File: src/rtl/tpb_pkg.sv
// shared types and constants for the triangle pixel blend core
// no dependencies; imported by every module of the block
`default_nettype none

package tpb_pkg;

    localparam int COORD_W = 11;
    localparam int DIFF_W  = COORD_W + 1;
    localparam int PROD_W  = 2 * DIFF_W;
    // area and edge sums, plus room for area - e0 - e1
    localparam int EDGE_W  = PROD_W + 3;
    localparam int PIX_W   = 8;
    localparam int COLOR_W = 16;
    localparam int CFG_IDX_W  = 3;
    localparam int CFG_DATA_W = 16;

    localparam logic [9:0] MAX_COLUMN = 10'd239;
    localparam logic [9:0] MAX_ROW    = 10'd134;

    localparam logic [COLOR_W-1:0] TEAL_ON_BLACK = 16'h016A;
    localparam logic [COLOR_W-1:0] FILL_RESET    = 16'h03FF;

    typedef enum logic [CFG_IDX_W-1:0] {
        REG_VERTEX_A_X = 3'd0,
        REG_VERTEX_A_Y = 3'd1,
        REG_VERTEX_B_X = 3'd2,
        REG_VERTEX_B_Y = 3'd3,
        REG_VERTEX_C_X = 3'd4,
        REG_VERTEX_C_Y = 3'd5,
        REG_FILL_COLOR = 3'd6
    } cfg_index_t;

    typedef struct packed {
        logic [COORD_W-1:0] ax;
        logic [COORD_W-1:0] ay;
        logic [COORD_W-1:0] bx;
        logic [COORD_W-1:0] by;
        logic [COORD_W-1:0] cx;
        logic [COORD_W-1:0] cy;
        logic [COLOR_W-1:0] fill;
    } cfg_t;

endpackage

`default_nettype wire

File: src/rtl/tpb_blend.sv
// rgb565 blend: background outside the triangle; inside, teal on black, otherwise (3*bg + fg) / 4 per channel
// depends on tpb_pkg
`default_nettype none

module tpb_blend
    import tpb_pkg::*;
(
    input  wire logic [COLOR_W-1:0] bg,
    input  wire logic [COLOR_W-1:0] fg,
    input  wire logic               in_tri,
    output logic [COLOR_W-1:0]      pixel
);

    logic [6:0] r_sum, b_sum;
    logic [7:0] g_sum;
    logic [COLOR_W-1:0] mixed;

    always_comb
    begin
        r_sum = 7'({bg[15:11], 1'b0}) + 7'(bg[15:11]) + 7'(fg[15:11]);
        g_sum = 8'({bg[10:5], 1'b0}) + 8'(bg[10:5]) + 8'(fg[10:5]);
        b_sum = 7'({bg[4:0], 1'b0}) + 7'(bg[4:0]) + 7'(fg[4:0]);
        mixed = {r_sum[6:2], g_sum[7:2], b_sum[6:2]};

        if (!in_tri)
            pixel = bg;
        else if (bg == '0)
            pixel = TEAL_ON_BLACK;
        else
            pixel = mixed;
    end

endmodule

`default_nettype wire

File: config.mk
export PLATFORM = sky130hd
export DESIGN_NAME = tpb_blend
export DESIGN_NICKNAME = d
export VERILOG_FILES = /design/src/rtl/tpb_pkg.sv /design/src/rtl/tpb_blend.sv
export SDC_FILE = /design/constraint.sdc
export NUM_CORES = 1
export LEC_CHECK = 0
export ABC_AREA = 1
export BUFFER_PORTS_ARGS = -buffer_cell sky130_fd_sc_hd__buf_4
export CAP_MARGIN = 0
export CORE_MARGIN = 3
export CORE_UTILIZATION = 53
export DETAILED_ROUTE_END_ITERATION = 10
export GPL_TIMING_DRIVEN = 0
export PLACE_DENSITY = 0.94
export RECOVER_POWER = 50
export SYNTH_ARGS = -nofsm -noshare
export SYNTH_HDL_FRONTEND = slang
export SYNTH_SLANG_ARGS = --single-unit
File: constraint.sdc
create_clock -name vclk -period 5.1
set_clock_uncertainty 0.2 [all_clocks]
set_input_delay 1.53 -clock vclk [all_inputs]
set_output_delay 1.53 -clock vclk [all_outputs]
set_load 0.1 [all_outputs]
==> impl_metrics.env <==
export IMPL_syn_inst=199
export IMPL_num_antenna_cells=0
export IMPL_crit_buf_inv=2
export IMPL_leakagePower_nw=1.11
export IMPL_ys_warn_count=0
export IMPL_crit_cells=11
export IMPL_wl_mm=6.44
export IMPL_critPathMaxStageDelay_ps=580
export IMPL_fp_row_count=17
export IMPL_vias=1835
export IMPL_fill_cells=86
export IMPL_layout_commonest_cell="nand2_1"
export IMPL_end_kind="output pin"
export IMPL_drive_above_1_share_pct=42.5
export IMPL_die_w_um=55.7
export IMPL_dieHeight_um=55.7
export IMPL_multi_input_area_um2=1310
export IMPL_p_clk_share_pct=0
export IMPL_grt_use_total_pct=24.8
export IMPL_violations="setup timing"
export IMPL_rsz0062_at_grt="true"
export IMPL_post_route_drc_count=0
export IMPL_grt_pass1_vias=1573
export IMPL_hold_class="primary input to output pin"
export IMPL_crit_chain="buf_6 -> fa_1 -> nand3_2 -> fa_2 -> nand3b_1 -> nand2_1 -> nand2_1 -> nand2_1 -> nor2_2 -> nor2_4 -> buf_12"
export IMPL_slew_viol_final=0
export IMPL_seq_cell_count=0
export IMPL_crit_type="primary input to output pin"
export IMPL_peakVddDrop_uv=223
export IMPL_relSlewSlack_pct=50.9
export IMPL_cp_endpoint="pixel[3]"
export IMPL_synth_nets=267
export IMPL_crit_path_start="fg[1]"
export IMPL_syn_area_um2=1310
export IMPL_setup_viol=11
export IMPL_setup_slack_ps=-236
export IMPL_placement_io_buffers=49
export IMPL_grt_pass1_wl_mm=6.49
export IMPL_ys_seq_area_share_pct=0
export IMPL_totalPowerFinal_mw=0.567
export IMPL_p_per_area_nw_per_um2=267
export IMPL_cp_arrival_ps=3610
export IMPL_antenna_found_initial=0
export IMPL_ys_types=21
export IMPL_p_switching_mw=0.374
export IMPL_cp_top_family="adder cells"
export IMPL_core_um2=2280
export IMPL_maxCapViolCount=0
export IMPL_worst_pin_slew_ps=736
export IMPL_outcome="complete, but fails checks"
export IMPL_grt_overflow=0
export IMPL_layout_nets=329
export IMPL_via_per_inst=6.39
export IMPL_fmax_ghz=0.187
export IMPL_combPwrFrac_pct=100.0
export IMPL_slowest_stage="fa_1"
export IMPL_clock_buffers=0
export IMPL_crit_top_cell="nand2_1"
export IMPL_finalCritPeriodShare_pct=105
export IMPL_hold_ws_ps=3280
export IMPL_dr_pass1_iters=5
export IMPL_yosysTopAreaCell="fa_1"
export IMPL_final_setup_tns_ps=-1020
export IMPL_startpoint_type="primary input"
export IMPL_register_area_um2=0
export IMPL_detail_route_antenna_nets=0
export IMPL_synth_area_leaders="fa_1, ha_1, nand2_1, inv_1, nor2_1"
export IMPL_yosysTopAreaCellShare_pct=24.5
export IMPL_internal_power_mw=0.193
export IMPL_dp_hpwl_mm=2.99
export IMPL_avgRoutedWirePerCell_um=22.4
export IMPL_required_ps=3370
export IMPL_dieArea_um2=3100
export IMPL_grt_start_max_net_pins=11
export IMPL_p_sw_share_pct=66.0
export IMPL_crit_path_max_fanout=2
export IMPL_initialDrtViolationCount=139
export IMPL_layout_common_cells="nand2_1, buf_4, inv_1"
export IMPL_period_minus_slack_ps=5340
export IMPL_io_pins=49
export IMPL_initial_utilization_pct=57.6
export IMPL_pwr_share_seq_pct=0
export IMPL_gp_congestion=0.858
export IMPL_hold_viol=0
export IMPL_area_growth_pct=62.4
export IMPL_avgSynthCellArea_um2=6.58
-- per-layer routing --
layer  routed length, um  GRT usage [%]
met1                2050           27.9
met2                3110           50.0
met3                 731           2.09
met4                 561           4.51
met5                   0              0
-- metrics by stage --
stage / util [%] / worst slack (ps) / cell area (um2) / instances
finish: 93.5 / -236 / 2130 / 287
global route: 93.5 / -310 / 2130 / 287
CTS: 85.1 / -66.0 / 1940 / 281
detailed placement: 79.5 / -288 / 1810 / 276
global placement: 79.5 / -208 / 1810 / 276
floorplan: - / -75.6 / 1410 / 199
-- cell families (layout without fill, tap and decap cells) --
| logic type | count (synthesis) | in the layout | share of synthesized area [%] |
|---|---|---|---|
| simple gates | 96 | 96 | 32.3 |
| compound gates | 19 | 19 | 8.98 |
| buf+inv | 45 | 105 | 13.5 |
| fa+ha+maj | 35 | 35 | 42.6 |
| xor+xnor | 4 | 4 | 2.67 |
-- cell usage after synthesis (3+ instances only) --
cell and instances:
a21oi_1 7, a21oi_2 3, fa_1 16, ha_1 19, inv_1 43, nand2_1 54, nand3_1 10, nand3_2 4
nand4_1 3, nor2_1 19, nor2_2 3, o21ai_0 4, xor2_1 3
-- power by group through the flow --
| stage | combinational (mW) | sequential, mW | clock (mW) |
|---|---|---|---|
| 5_1_grt | 0.586 | 0 | 0 |
| 4_1_cts | 0.471 | 0 | 0 |
| 2_1_floorplan | 0.345 | 0 | 0 |
| 3_5_place_dp | 0.442 | 0 | 0 |
| 6_report | 0.567 | 0 | 0 |
| 3_3_place_gp | 0.429 | 0 | 0 |
-- worst min-delay path, delay by kind of cell --
kind                   cells  cell delay, ps
buffers and inverters      2             280
AND/OR/NAND/NOR            2             130
-- worst min path at each step --
stage	from	endpoint	slack (ps)	cells past startpoint
2_1_floorplan	bg[6]	pixel[6]	3170	2
3_3_place_gp	bg[2]	pixel[2]	3340	4
3_5_place_dp	bg[9]	pixel[9]	3340	4
4_1_cts	bg[14]	pixel[14]	3310	4
5_1_grt	bg[2]	pixel[2]	3290	4
6_report	bg[2]	pixel[2]	3280	4
-- layout make-up --
cell class,instances,area share [%]
well taps,28,1.65
inverters,43,8.00
repair buffers,60,28.2
multi-input cells,154,61.4
plain buffers,2,0.706
-- what timing repair did --
item / CTS / global route
hold buffers: 0 / 0
pin swaps: 14 / 16
gates resized for setup: 29 / 36
setup buffers: 5 / 6
setup endpoints to repair: 6 / 12
(Power assumes the default switching activity.)
