$ cat src/rtl/tpb_pkg.sv
// shared types and constants for the triangle pixel blend core
// no dependencies; imported by every module of the block
`default_nettype none

package tpb_pkg;

    localparam int COORD_W = 11;
    localparam int DIFF_W  = COORD_W + 1;
    localparam int PROD_W  = 2 * DIFF_W;
    // area and edge sums, plus room for area - e0 - e1
    localparam int EDGE_W  = PROD_W + 3;
    localparam int PIX_W   = 8;
    localparam int COLOR_W = 16;
    localparam int CFG_IDX_W  = 3;
    localparam int CFG_DATA_W = 16;

    localparam logic [9:0] MAX_COLUMN = 10'd239;
    localparam logic [9:0] MAX_ROW    = 10'd134;

    localparam logic [COLOR_W-1:0] TEAL_ON_BLACK = 16'h016A;
    localparam logic [COLOR_W-1:0] FILL_RESET    = 16'h03FF;

    typedef enum logic [CFG_IDX_W-1:0] {
        REG_VERTEX_A_X = 3'd0,
        REG_VERTEX_A_Y = 3'd1,
        REG_VERTEX_B_X = 3'd2,
        REG_VERTEX_B_Y = 3'd3,
        REG_VERTEX_C_X = 3'd4,
        REG_VERTEX_C_Y = 3'd5,
        REG_FILL_COLOR = 3'd6
    } cfg_index_t;

    typedef struct packed {
        logic [COORD_W-1:0] ax;
        logic [COORD_W-1:0] ay;
        logic [COORD_W-1:0] bx;
        logic [COORD_W-1:0] by;
        logic [COORD_W-1:0] cx;
        logic [COORD_W-1:0] cy;
        logic [COLOR_W-1:0] fill;
    } cfg_t;

endpackage

`default_nettype wire

$ cat src/rtl/tpb_cfg_regs.sv
// configuration register file: triangle corners and fill color
// depends on tpb_pkg
`default_nettype none

module tpb_cfg_regs
    import tpb_pkg::*;
(
    input  wire logic                  clk,
    input  wire logic                  rst_n,
    input  wire logic                  cfg_we,
    input  wire logic [CFG_IDX_W-1:0]  cfg_index,
    input  wire logic [CFG_DATA_W-1:0] cfg_data,
    output cfg_t                       cfg
);

    cfg_t cfg_reg;
    cfg_t cfg_next;

    always_comb
    begin
        cfg_next = cfg_reg;
        if (cfg_we)
        begin
            unique case (cfg_index_t'(cfg_index))
                REG_VERTEX_A_X: cfg_next.ax   = cfg_data[COORD_W-1:0];
                REG_VERTEX_A_Y: cfg_next.ay   = cfg_data[COORD_W-1:0];
                REG_VERTEX_B_X: cfg_next.bx   = cfg_data[COORD_W-1:0];
                REG_VERTEX_B_Y: cfg_next.by   = cfg_data[COORD_W-1:0];
                REG_VERTEX_C_X: cfg_next.cx   = cfg_data[COORD_W-1:0];
                REG_VERTEX_C_Y: cfg_next.cy   = cfg_data[COORD_W-1:0];
                REG_FILL_COLOR: cfg_next.fill = cfg_data[COLOR_W-1:0];
                default:        cfg_next = cfg_reg;
            endcase
        end
    end

    always_ff @(posedge clk or negedge rst_n)
    begin
        if (!rst_n)
        begin
            cfg_reg.ax   <= '0;
            cfg_reg.ay   <= '0;
            cfg_reg.bx   <= '0;
            cfg_reg.by   <= '0;
            cfg_reg.cx   <= '0;
            cfg_reg.cy   <= '0;
            cfg_reg.fill <= FILL_RESET;
        end
        else
        begin
            cfg_reg <= cfg_next;
        end
    end

    assign cfg = cfg_reg;

endmodule

`default_nettype wire

$ cat config.mk
export PLATFORM = sky130hd
export DESIGN_NAME = tpb_cfg_regs
export DESIGN_NICKNAME = d
export VERILOG_FILES = /design/src/rtl/tpb_pkg.sv /design/src/rtl/tpb_cfg_regs.sv
export SDC_FILE = /design/constraint.sdc
export NUM_CORES = 1
export LEC_CHECK = 0
export BUFFER_PORTS_ARGS = -buffer_cell sky130_fd_sc_hd__buf_2
export CAP_MARGIN = 15
export CORE_ASPECT_RATIO = 1.25
export CORE_MARGIN = 5
export CORE_UTILIZATION = 50
export CTS_CLUSTER_DIAMETER = 50
export DETAILED_ROUTE_END_ITERATION = 7
export GPL_ROUTABILITY_DRIVEN = 0
export GPL_TIMING_DRIVEN = 0
export PLACE_DENSITY = 0.79
export SYNTH_ARGS = -nofsm -noshare
export SYNTH_HDL_FRONTEND = slang
export SYNTH_SLANG_ARGS = --single-unit
$ cat constraint.sdc
create_clock -name clk -period 1 [get_ports clk]
set_input_delay 0.2 -clock clk [delete_from_list [all_inputs] [get_ports clk]]
set_output_delay 0.2 -clock clk [all_outputs]
set_load 0.02 [all_outputs]
==> results.md <==
* Max cap viols at 0
* CTS tree: done
* Filler Cell Count at between 300 and 400
* Synth Cell Area at ~3300 um2
* Final WS setup at -248 ps
* Area growth syn-to-layout at 50.9%
* Critical path capture point type: output port
* Yosys warnings at 0
* Relative slew slack at 0.699
* Flops & latches, synth at 82
* Power per cell area at ~2300 nW/um2
* Layout Skew at 0 ps
* Dpl cells at approximately 370
* Total number of vias at 2114
* WL final at between 8000 and 9000 um
* Port-buffer cells at 103
* Iteration-0 DRC Markers at between 80 and 90
* Layout cells sized above 1 at 0.771
* Power Total at around 11000 uW
* Worst Path Max Fanout at 2
* Status: complete, but fails checks
* Residual DRC at 0
* # clock sinks at between 80 and 90
* NumNets Final at between 300 and 400
* # rows at 32
* H-tree levels at 3
* Top post-synthesis cells by count: dfrtp_1, mux2_2, mux2_4
* Die height at between 100 and 150 um
* Top post-synthesis cells by area: dfrtp_1, mux2_2, mux2_4
* Critical R2R Launch: cfg[31]$_DFFE_PN0P_
* R2R Path End: cfg[31]$_DFFE_PN0P_
* Max reg flops at 82
* Clock-pin slew on the worst setup and hold paths at 80 ps
* N_diodes at 0
* Initial antenna violation count at 0
* Synth top area share at 0.554
* # IOs at between 100 and 150
* Final setup viols at 87
* Fin area at a little under 5000 um2
* DP HPWL at about 5100 um
* Cell family with most CP delay: flip-flops
* Min cycle time layout at between 1000 and 1500 ps
* Syn Nets at 200
* Most common cell in the netlist: dfrtp_1
* Crit path from: cfg[1]$_DFFE_PN1P_
* TritonCTS Buffers at 9
* Worst IR Drop VDD at 0.00148 V
* Mapped Cells at between 150 and 200
* Vias in the first global route at around 2400
* Startpoint Class: register
* Final hold vios at 30
* Worst path bufs/invs at 1
* Dpl cell area at roughly 3900 um2
* GR Overflow Total at 0
* Sequential area share after synthesis at 0.635
* Detail Route Antenna Nets at 0
* Vias per cell at ~5
* GRT Util Overall at 0.231
* Synthesized area per cell at between 15 and 20 um2
* Library cells used by synthesis at 11
* DRT Pass-1 Iters at 4
* Initial core utilization at 0.521
* Worst reg-to-reg setup slack at -30 ps
* CP required at approximately 800 ps
* Pleak at 0.00234 uW
* Crit path max-delay cell type: dfstp_2
* Yosys top cell by area: dfrtp_1
* Fin cells at about 420
* Asr flop ratio synth at 1.00
* Hold slack at -216 ps
* Failing checks: hold timing, setup timing
* Ys flop type: dfrtp_1
* Achievable Freq at between 800 and 900 MHz
* Max-slew violation count at 0
* Dpl ws at -383 ps
* First-pass GRT wire length at between 10000 and 15000 um
* Worst slew pin tran at approximately 450 ps
* Critical path class: reg -> out
* CP arrival at 1050 ps
* RSZ-0062 raised after global routing: true
* Hold/Removal Path Class: in -> async
* Critical Path, Cell by Cell: buf_6
* Core area at 6250 um2
* Reg2Reg Depth at 3
* Clk root buf: clkbuf_8
* Die area at 8230 um2
* Worst-case clock buffer depth at 2
* Avg WL per Cell at approximately 21 um
* Post-synth EDFFs at 0
* CP max stage delay at ~570 ps
* Final worst path period share at 1.25
* Maximum number of pins on one net before global-route repair at 50
* Worst-skew pair later-pin latency at 350 ps
* Die Wd at just over 80 um
## power breakdown
group          internal, uW  switching [uW]
registers              4120             577
logic                  2500            1830
clock network           958            1180
## final cells by class
type	count	area (um2)	share of cell area
Tap cell	85	106	0.0217
Timing Repair Buffer	138	1330	0.271
Clock inverter	5	30.0	0.00612
Multi-Input combinational cell	89	1150	0.233
Clock buffer	11	141	0.0288
Sequential cell	82	2060	0.420
Buffer	7	88.8	0.0181
## how the worst max path moves through the flow
stage	end	slack, ps	cells past startpoint
2_1_floorplan	cfg[72]$_DFFE_PN0P_	-110	3
3_3_place_gp	cfg[30]$_DFFE_PN0P_	-850	1
3_5_place_dp	cfg[38]$_DFFE_PN0P_	-380	4
4_1_cts	cfg[1]	-230	1
5_1_grt	cfg[1]	-270	1
6_report	cfg[1]	-250	1
## cell usage in the layout, fill, tap and decap left out
master / count
clkbuf_8: 10
nor4b_4: 1
clkinv_2: 3
buf_16: 1
clkbuf_1: 1
clkinvlp_4: 2
mux2_2: 50
nand4b_4: 1
clkbuf_4: 2
dfstp_2: 10
and4bb_1: 1
buf_12: 2
mux2_4: 32
nand4b_1: 2
dfrtp_1: 72
buf_6: 88
and4bb_2: 2
buf_4: 31
buf_2: 20
buf_8: 1
## kinds of logic after synthesis
kind of cell	count (synthesis)	synth area share
buffers and inverters	7	0.0181
and+or+nand+nor	7	0.0288
muxes	82	0.318
DFF	82	0.635
## layer usage
layer  up-vias  track usage  routed length [um]
li1        939            -                   -
met1      1113        0.262                3270
met2        51        0.415                5090
met3        11       0.0494                 293
met4         0       0.0908                 144
met5         -            0                   0
## what timing repair did
action / CTS / global route
endpoints found under the hold margin: 30 / 30
gates cloned: 0 / 0
pin swaps: 0 / 2
endpoints found under the setup margin: 83 / 123
setup buffers: 24 / 16
resized for setup: 165 / 15
## through the flow
stage,util,setup TNS (ps)
global route,0.786,-11840
global placement,0.622,-89560
CTS,0.766,-9270
floorplan,-,-3510
finish,0.786,-8610
detailed placement,0.627,-25170
Note: power is estimated with default switching activity, not from simulation.
